[src/sv/bes_pkg.sv]
// Shared constants and types for the burst-to-segment converter.
// No dependencies; used by every RTL module of the block.
package bes_pkg;

  // Number of threads tracked and the width of a thread index
  localparam int THREADS = 64;
  localparam int IDX_W   = (THREADS > 1) ? $clog2(THREADS) : 1;

  // Field widths
  localparam int KIND_W  = 8;
  localparam int STATE_W = 8;
  localparam int TNUM_W  = 7;
  localparam int TIME_W  = 48;
  localparam int LEN_W   = TIME_W + 1;
  localparam int SEGT_W  = 6;

  // Record codes that are processed
  localparam logic [KIND_W-1:0]  KIND_STATE    = 8'd1;
  localparam logic [STATE_W-1:0] STATE_RUNNING = 8'd1;

  // Requests from the sequencer to the per-thread state store
  typedef struct packed {
    logic              rd_en;
    logic [IDX_W-1:0]  rd_idx;
    logic              wr_en;
    logic [IDX_W-1:0]  wr_idx;
    logic [TIME_W-1:0] wr_end;
    logic [IDX_W-1:0]  look_idx;
  } st_req_t;

  // State seen by the item in the work register
  typedef struct packed {
    logic              started;
    logic [TIME_W-1:0] last_end;
  } st_rsp_t;

endpackage

[src/sv/burst_events_to_step_segments_unit.sv]
// Burst-to-step-segment converter, top level with stream ports.
// Depends on bes_pkg, bes_state and bes_seq.
//
// Takes trace records and turns each running-state burst (record kind 1, state 1,
// thread 1..64) into step segments for that thread: an idle segment (value 0)
// from the thread's last segment end (0 for its first burst) up to the burst
// start, then, if the burst end lies after its start, a burst segment whose
// value is its duration; tlast marks the last segment of a record. Idle lengths
// are signed and go negative when records arrive out of order. Other records
// are taken and dropped without entering the work register. A record holds the
// work register until its last segment is loaded into the single result
// register, which takes one segment per cycle while the output does not stall.
// A new record is taken in the cycle its predecessor hands over its last
// segment. There is no clearing pass after reset.
module burst_events_to_step_segments_unit (
  input  logic         clk_i,
  input  logic         rst_ni,
  input  logic         s_axis_tvalid,
  output logic         s_axis_tready,
  // [6:0] thread_number, [54:7] burst_start, [102:55] burst_end, [103] zero
  input  logic [103:0] s_axis_tdata,
  // [7:0] record_kind, [15:8] state_code
  input  logic [15:0]  s_axis_tuser,
  output logic         m_axis_tvalid,
  input  logic         m_axis_tready,
  // [5:0] seg_thread, [53:6] seg_start, [102:54] seg_length, [150:103] seg_value,
  // [151] zero
  output logic [151:0] m_axis_tdata,
  // seg_last
  output logic         m_axis_tlast
);

  bes_pkg::st_req_t st_req;
  bes_pkg::st_rsp_t st_rsp;

  logic [bes_pkg::SEGT_W-1:0]          seg_thread;
  logic [bes_pkg::TIME_W-1:0]          seg_start;
  logic signed [bes_pkg::LEN_W-1:0]    seg_length;
  logic [bes_pkg::TIME_W-1:0]          seg_value;

  // Filter, sequencer and result register
  bes_seq u_seq (
    .clk_i        (clk_i),
    .rst_ni       (rst_ni),
    .in_valid_i   (s_axis_tvalid),
    .in_ready_o   (s_axis_tready),
    .kind_i       (s_axis_tuser[7:0]),
    .state_i      (s_axis_tuser[15:8]),
    .tnum_i       (s_axis_tdata[6:0]),
    .t0_i         (s_axis_tdata[54:7]),
    .t1_i         (s_axis_tdata[102:55]),
    .out_valid_o  (m_axis_tvalid),
    .out_ready_i  (m_axis_tready),
    .seg_thread_o (seg_thread),
    .seg_start_o  (seg_start),
    .seg_length_o (seg_length),
    .seg_value_o  (seg_value),
    .seg_last_o   (m_axis_tlast),
    .st_req_o     (st_req),
    .st_rsp_i     (st_rsp)
  );

  // Per-thread state
  bes_state u_state (
    .clk_i  (clk_i),
    .rst_ni (rst_ni),
    .req_i  (st_req),
    .rsp_o  (st_rsp)
  );

  // Pack the result fields, lowest field first
  assign m_axis_tdata = {1'b0, seg_value, seg_length, seg_start, seg_thread};

endmodule

[src/sv/bes_state.sv]
// Per-thread state: started flags in flip-flops, last segment end in a memory.
// Depends on bes_pkg.
module bes_state (
  input  logic             clk_i,
  input  logic             rst_ni,
  input  bes_pkg::st_req_t req_i,
  output bes_pkg::st_rsp_t rsp_o
);

  logic [bes_pkg::THREADS-1:0] started_q;
  logic [bes_pkg::TIME_W-1:0]  end_mem [bes_pkg::THREADS];
  logic [bes_pkg::TIME_W-1:0]  rd_q;
  logic                        byp_q;
  logic [bes_pkg::TIME_W-1:0]  byp_end_q;

  // Started flags, cleared at reset
  always_ff @(posedge clk_i or negedge rst_ni) begin
    if (!rst_ni) begin
      started_q <= '0;
    end else if (req_i.wr_en) begin
      started_q[req_i.wr_idx] <= 1'b1;
    end
  end

  // Last segment end store, registered read
  always_ff @(posedge clk_i) begin
    if (req_i.wr_en) begin
      end_mem[req_i.wr_idx] <= req_i.wr_end;
    end
    if (req_i.rd_en) begin
      rd_q <= end_mem[req_i.rd_idx];
    end
  end

  // Forward a write that lands on the same edge as the read of the same thread
  always_ff @(posedge clk_i or negedge rst_ni) begin
    if (!rst_ni) begin
      byp_q <= 1'b0;
    end else if (req_i.rd_en) begin
      byp_q <= req_i.wr_en && (req_i.wr_idx == req_i.rd_idx);
    end
  end

  always_ff @(posedge clk_i) begin
    if (req_i.rd_en) begin
      byp_end_q <= req_i.wr_end;
    end
  end

  assign rsp_o.started  = started_q[req_i.look_idx];
  assign rsp_o.last_end = byp_q ? byp_end_q : rd_q;

endmodule

[src/sv/bes_seq.sv]
// Record filter, work register and segment sequencer with the result register.
// Depends on bes_pkg; drives the requests of bes_state.
module bes_seq (
  input  logic                          clk_i,
  input  logic                          rst_ni,
  input  logic                          in_valid_i,
  output logic                          in_ready_o,
  input  logic [bes_pkg::KIND_W-1:0]    kind_i,
  input  logic [bes_pkg::STATE_W-1:0]   state_i,
  input  logic [bes_pkg::TNUM_W-1:0]    tnum_i,
  input  logic [bes_pkg::TIME_W-1:0]    t0_i,
  input  logic [bes_pkg::TIME_W-1:0]    t1_i,
  output logic                          out_valid_o,
  input  logic                          out_ready_i,
  output logic [bes_pkg::SEGT_W-1:0]    seg_thread_o,
  output logic [bes_pkg::TIME_W-1:0]    seg_start_o,
  output logic signed [bes_pkg::LEN_W-1:0] seg_length_o,
  output logic [bes_pkg::TIME_W-1:0]    seg_value_o,
  output logic                          seg_last_o,
  output bes_pkg::st_req_t              st_req_o,
  input  bes_pkg::st_rsp_t              st_rsp_i
);

  // Work register
  logic                       s1_vld_q, s1_vld_d;
  logic                       ph_q, ph_d;
  logic [bes_pkg::IDX_W-1:0]  s1_idx_q;
  logic [bes_pkg::TIME_W-1:0] s1_t0_q, s1_t1_q;

  // Result register
  logic                       out_vld_q, out_vld_d;
  logic [bes_pkg::SEGT_W-1:0] out_thr_q;
  logic [bes_pkg::TIME_W-1:0] out_start_q;
  logic [bes_pkg::LEN_W-1:0]  out_len_q;
  logic [bes_pkg::TIME_W-1:0] out_val_q;
  logic                       out_last_q;

  logic                       pass, in_acc, in_take;
  logic [bes_pkg::IDX_W-1:0]  in_idx;
  logic                       out_free, load, done, burst;
  logic [bes_pkg::TIME_W-1:0] from, op_a, op_b;
  logic [bes_pkg::LEN_W-1:0]  diff;

  // Only running-state records of a valid thread enter the work register
  assign pass = (kind_i == bes_pkg::KIND_STATE) && (state_i == bes_pkg::STATE_RUNNING) &&
                (tnum_i != '0) && (32'(tnum_i) <= bes_pkg::THREADS);
  assign in_idx  = bes_pkg::IDX_W'(tnum_i - 1'b1);
  assign in_acc  = in_valid_i && in_ready_o;
  assign in_take = in_acc && pass;

  // Segment sequencing: idle segment first, then the burst segment if any
  assign burst    = s1_t1_q > s1_t0_q;
  assign out_free = !out_vld_q || out_ready_i;
  assign load     = s1_vld_q && out_free;
  assign done     = load && (ph_q || !burst);
  assign in_ready_o = !s1_vld_q || done;

  // One subtractor serves both segment kinds
  assign from = st_rsp_i.started ? st_rsp_i.last_end : '0;
  assign op_a = ph_q ? s1_t1_q : s1_t0_q;
  assign op_b = ph_q ? s1_t0_q : from;
  assign diff = {1'b0, op_a} - {1'b0, op_b};

  always_comb begin
    s1_vld_d = s1_vld_q;
    ph_d     = ph_q;
    if (load) begin
      ph_d = ph_q ? 1'b0 : burst;
    end
    if (in_ready_o) begin
      s1_vld_d = in_take;
    end
  end

  always_ff @(posedge clk_i or negedge rst_ni) begin
    if (!rst_ni) begin
      s1_vld_q <= 1'b0;
      ph_q     <= 1'b0;
    end else begin
      s1_vld_q <= s1_vld_d;
      ph_q     <= ph_d;
    end
  end

  always_ff @(posedge clk_i) begin
    if (in_take) begin
      s1_idx_q <= in_idx;
      s1_t0_q  <= t0_i;
      s1_t1_q  <= t1_i;
    end
  end

  // Result register
  always_comb begin
    out_vld_d = out_vld_q;
    if (load) begin
      out_vld_d = 1'b1;
    end else if (out_ready_i) begin
      out_vld_d = 1'b0;
    end
  end

  always_ff @(posedge clk_i or negedge rst_ni) begin
    if (!rst_ni) begin
      out_vld_q <= 1'b0;
    end else begin
      out_vld_q <= out_vld_d;
    end
  end

  always_ff @(posedge clk_i) begin
    if (load) begin
      out_thr_q   <= bes_pkg::SEGT_W'(s1_idx_q);
      out_start_q <= ph_q ? s1_t0_q : from;
      out_len_q   <= diff;
      out_val_q   <= ph_q ? diff[bes_pkg::TIME_W-1:0] : '0;
      out_last_q  <= ph_q || !burst;
    end
  end

  // State store requests: read on entry, update when the record finishes
  always_comb begin
    st_req_o.rd_en    = in_take;
    st_req_o.rd_idx   = in_idx;
    st_req_o.wr_en    = done;
    st_req_o.wr_idx   = s1_idx_q;
    st_req_o.wr_end   = burst ? s1_t1_q : s1_t0_q;
    st_req_o.look_idx = s1_idx_q;
  end

  assign out_valid_o  = out_vld_q;
  assign seg_thread_o = out_thr_q;
  assign seg_start_o  = out_start_q;
  assign seg_length_o = out_len_q;
  assign seg_value_o  = out_val_q;
  assign seg_last_o   = out_last_q;

endmodule

[config.mk]
export PLATFORM = sky130hd
export DESIGN_NAME = burst_events_to_step_segments_unit
export DESIGN_NICKNAME = d
export VERILOG_FILES = /design/src/sv/bes_pkg.sv /design/src/sv/burst_events_to_step_segments_unit.sv /design/src/sv/bes_state.sv /design/src/sv/bes_seq.sv
export SDC_FILE = /design/constraint.sdc
export NUM_CORES = 2
export LEC_CHECK = 0
export BUFFER_PORTS_ARGS = -buffer_cell sky130_fd_sc_hd__buf_2
export CAP_MARGIN = 20
export CELL_PAD_IN_SITES_DETAIL_PLACEMENT = 0
export CELL_PAD_IN_SITES_GLOBAL_PLACEMENT = 1
export CORE_MARGIN = 2
export CORE_UTILIZATION = 44
export CTS_CLUSTER_DIAMETER = 60
export DETAILED_ROUTE_END_ITERATION = 12
export PLACE_DENSITY_LB_ADDON = 0.1
export SLEW_MARGIN = 20
export SYNTH_ARGS = -nofsm -noshare
export SYNTH_HDL_FRONTEND = slang
export SYNTH_SLANG_ARGS = --single-unit
[constraint.sdc]
create_clock -name clk_i -period 12.5 [get_ports clk_i]
set_input_delay 2.5 -clock clk_i [delete_from_list [all_inputs] [get_ports clk_i]]
set_output_delay 2.5 -clock clk_i [all_outputs]
set_load 0.01 [all_outputs]
==> results.md <==
Routing:
- Dividing the detail-routed via count by the number of cells gives 6.07.
- The detail route stage leaves a number of antenna-violating nets equal to 0.
- After detailed routing, the number of remaining DRC violations is 0.
- After detailed routing, the total wire length is 398 mm.
- The number of DRC markers in iteration 0 is about 8.2k.
- The via count of the routed design is 68.5k.
- The total iterations of the first detailed-routing run is 5.
- The post-detailed-route wirelength per cell is 35.3 µm.

Clock tree:
- The number of levels in the clock H-tree is 5.
- The clock reaches the later pin of the worst-skew pair after between 0.9 and 1 ns.
- The post-cts hold buffer count is 0.
- CTS placed an instance of sky130_fd_sc_hd__clkbuf_16 at the clock tree root.
- The CTS tree is yes.
- Clock-pin slew was measured on the worst setup and hold paths at 0.06 ns.
- In this run, post-CTS repair resized a total of 0 instances.
- The number of CTS-inserted buffers is 384.
- Clock tree synthesis found a total of 3490 sinks.
- The number of buffers inserted by post-CTS setup repair is 0.
- The longest clock path from root to sink contains 4 buffers.

Timing:
- The peak clock frequency supported by timing is 0.130 GHz.
- The total count of hold-check failures in the final report is 0.
- The transition time at the pin with the least slew margin is 1.16 ns.
- Setup repair after global routing left no endpoint under its margin.
- The worst pin sits at a relative slew slack of 22.5%.
- After layout, the minimum clock period comes to 7.71 ns.
- Adding up every negative setup slack in the final design gives 0 ns.
- After layout, the worst path uses 61.6% of the clock period.
- The final-report max-slew violation count came to 0.
- On the final layout, the worst clock skew is 0.101 ns.
- The setup-violating endpoint count in the final report is 0.

Critical path:
- The register-to-register setup slack is 5.10 ns.
- For the worst setup path, the data arrival time is 5.21 ns.
- In this design, the stage delay of the slowest critical-path cell is 0.94 ns.
- The startpoint of the most critical register-to-register path is u_seq.s1_idx_q[0].
- The destination of the worst register-to-register timing path is u_seq.seg_value_o[46].
- The number of cells on the worst reg-to-reg path is 24.
- The signal on the critical path passes through inv_1 -> ha_1 -> a21oi_1 -> nor2b_1 -> o21ai_0 -> nand2b_1 -> a21oi_1 -> o21ai_0 -> a221o_1 -> a221oi_1 -> o21a_1 -> o21ai_1 -> o21a_4 -> a21o_1 -> nand2_1 -> buf_2.
- The kind of start point of the critical path is a flop.
- At the worst endpoint, the required time is 10.00 ns.
- Along the worst path, the maximum fanout reaches 16.
- The type of the setup path with the least slack is flop to output port.
- The number of buffers and inverters on the critical path is 2.
- The gate family responsible for the most delay along the worst path is compound AO/OA/AOI/OAI gates.
- The largest individual stage delay along the critical path comes from the cell sky130_fd_sc_hd__a221oi_1.
- STA classifies the critical path endpoint as an output port.

Floorplanning:
- The number of standard-cell rows in the floorplan is 205.
- In this run the count of I/O pins placed on the die edge is between 200 and 300.
- The core region area is 0.312 mm².
- The horizontal die dimension is 563 µm.
- The initial core utilization is between 40% and 50%.
- The die area is 0.318 mm².
- The die extent in y is about 560 µm.

Synthesis:
- The async set or reset register ratio after synthesis is 1.95%.
- The most used flip-flop cell after synthesis is sky130_fd_sc_hd__edfxtp_1.
- The number of warnings issued by yosys is 0.
- The synthesized flop and latch total is 3490.
- The synthesized design spends more area on one cell type than any other, namely sky130_fd_sc_hd__edfxtp_1.
- Yosys attributes the largest share of cell area to sky130_fd_sc_hd__edfxtp_1 75%, sky130_fd_sc_hd__mux4_2 17%, sky130_fd_sc_hd__dfrtp_1 1.2%.
- The synthesized area per cell is approximately 22 µm².
- The number of distinct library cells after synthesis is 89.
- Synthesis produced a netlist whose cell count is 6280.
- The most frequently used cell type in the post-synthesis netlist is sky130_fd_sc_hd__edfxtp_1.
- The synthesized design contains 3422 enable-type register cells.
- The sequential element share of the synthesized area is 75.8%.
- In the synthesized netlist, the cells that appear most often are 3422 x sky130_fd_sc_hd__edfxtp_1, 1013 x sky130_fd_sc_hd__mux4_2, 244 x sky130_fd_sc_hd__clkbuf_1.
- The top cell type by area accounts for 74.6% of the synthesized area.
- Counting every net in the synthesized netlist gives 6481.
- The area of the mapped netlist is 0.138 mm².

GRT:
- The overall overflow remaining after global route is 0.
- The total routing usage reported by global routing is 24.9%.
- Entering global routing, the biggest net connects about 140 pins.
- The via count of the first global-routing pass came to 68.5k.
- The number of antenna violations at the first check in global routing is 29.
- The first global-routing pass estimated 550 mm of wire.

Power and ir drop:
- The clock network fraction of total power is approximately 45%.
- The total chip power is 24.9 mW.
- The net switching power figure is about 5.3 mW.
- The total internal power is 19.6 mW.
- The part of the total power dissipated in combinational logic is 4.6%.
- For this design the static power due to leakage is 50.9 nW.
- Of the total power, the share spent switching nets is 21.2%.
- The worst supply voltage drop on vdd is approximately 0.00011 V.
- Power spread over the standard cell area amounts to roughly 160 mW/mm².
- The sequential cell fraction of total power is 50.8%.

Placed design:
- At the end of routability-driven placement, the weighted congestion stood at 0.807.
- The wire-length estimate of the detail-placed layout is 215 mm.
- The number of buffers added on ports is around 280.

Hold path:
- The startpoint identified for the worst hold timing path is u_seq.s1_idx_q[1].
- The end of the worst hold path is u_seq.seg_thread_o[1].
- The worst min-delay path class is flop to flop.
- The worst hold path was traced through 0 stages.

Run status:
- The run finished with clean final reports.

Layout:
- In the final design database the tool counted 7016 nets.
- The area growth from synthesis to layout is 14.9%.
- The post-route netlist has between 30 and 40% of its cells at a drive strength greater than 1.

Flow run:
- Max-cap violations in this run came to 0.
==> sequential cells by signal, summed over array words and instances, names as in the netlist <==
signal              flops
u_seq.seg_length_o     49
u_state.started_q      64
u_state.byp_q           1
u_seq.s1_vld_q          1
u_seq.out_valid_o       1
u_state.byp_end_q      48
u_state.rd_q           48
u_seq.s1_idx_q          6
u_state.end_mem      3072
u_seq.seg_last_o        1
u_seq.s1_t1_q          48
u_seq.seg_thread_o      6
u_seq.ph_q              1
u_seq.s1_t0_q          48
u_seq.seg_value_o      48
u_seq.seg_start_o      48
==> layer usage <==
| metal | global-route usage (%) | wire length, µm | vias up |
|---|---|---|---|
| li1 | - | - | 27600 |
| met1 | 36.4 | 170000 | 37800 |
| met2 | 40.5 | 193000 | 2644 |
| met3 | 2.83 | 26000 | 506 |
| met4 | 5.91 | 9210 | 4 |
| met5 | 0 | 32 | - |
==> metrics by stage <==
| step | cell area (µm²) | worst slack, ns | hold slack [ns] | utilization, % | instances |
|---|---|---|---|---|---|
| 5_1_grt | 158000 | 4.58 | 0.484 | 50.8 | 11300 |
| 6_report | 158000 | 4.79 | 0.458 | 50.8 | 11300 |
| 2_1_floorplan | 138000 | 2.16 | 0.421 | - | 6280 |
| 4_1_cts | 158000 | 4.59 | 0.459 | 50.8 | 11300 |
| 3_5_place_dp | 146000 | 5.00 | 0.445 | 46.8 | 10600 |
| 3_3_place_gp | 146000 | 5.01 | 0.443 | 46.8 | 10600 |
==> worst max path at each step <==
stage                           start                     to  slack (ns)  depth (start not counted)
detailed placement    s_axis_tdata[0]       u_state.rd_q[36]        5.00                          7
floorplan             s_axis_tdata[0]      u_seq.s1_idx_q[0]        2.16                         10
CTS                 u_seq.s1_t0_q[33]          s_axis_tready        4.59                         16
global placement    u_seq.s1_idx_q[0]  u_seq.seg_value_o[46]        5.01                         24
global route        u_seq.s1_t0_q[33]          s_axis_tready        4.58                         16
finish              u_seq.s1_t0_q[33]          s_axis_tready        4.79                         16
==> layout make-up <==
| cell class | count | area, µm² |
|---|---|---|
| fillers | 24800 | 153000 |
| flip-flops and latches | 3490 | 104000 |
| multi-input cells | 2346 | 32600 |
| clock buffers | 466 | 10100 |
| well taps | 4140 | 5180 |
| repair buffers | 489 | 3240 |
| clock inverters | 235 | 2290 |
| inverters | 104 | 395 |
| diodes | 12 | 30.0 |
==> kinds of logic (layout without fill, tap and decap cells) <==
logic type / Yosys count / after routing / synth area share, %
AND/OR/NAND/NOR: 558 / 558 / 1.93
AO/OA/AOI/OAI: 555 / 555 / 2.67
flip-flops: 3490 / 3490 / 75.8
buffers and inverters: 444 / 1294 / 1.28
XOR/XNOR: 56 / 56 / 0.367
multiplexers: 1087 / 1087 / 17.1
other: 1 / 13 / 0.00272
adder cells (fa/ha/maj): 89 / 89 / 0.792
==> cell usage in the layout (no fill, tap or decap), drive strengths merged, types with 14 or more instances in the layout <==
cell type,Yosys,final
a21o,26,26
a21oi,88,88
a311oi,20,20
a31oi,33,33
and2,44,44
buf,96,489
bufinv,0,32
clkbuf,244,466
clkinv,4,175
clkinvlp,0,14
dfrtp,68,68
edfxtp,3422,3422
ha,76,76
inv,100,118
mux2i,70,70
mux4,1013,1013
nand2,197,197
nand2b,22,22
nand3,35,35
nand4,14,14
nor2,140,140
nor2b,29,29
o21ai,191,191
o21bai,69,69
o22ai,16,16
o31a,26,26
or3,21,21
xnor2,31,31
xor2,25,25
==> power groups by stage <==
stage	Clock (mW)	Combinational [mW]	Sequential, mW
6_report	11.1	1.14	12.7
4_1_cts	11.3	1.16	12.7
5_1_grt	11.8	1.20	12.7
3_3_place_gp	0	1.15	12.9
2_1_floorplan	0	0.758	12.9
3_5_place_dp	0	1.15	12.9
Note: power is estimated with default switching activity, not from simulation.
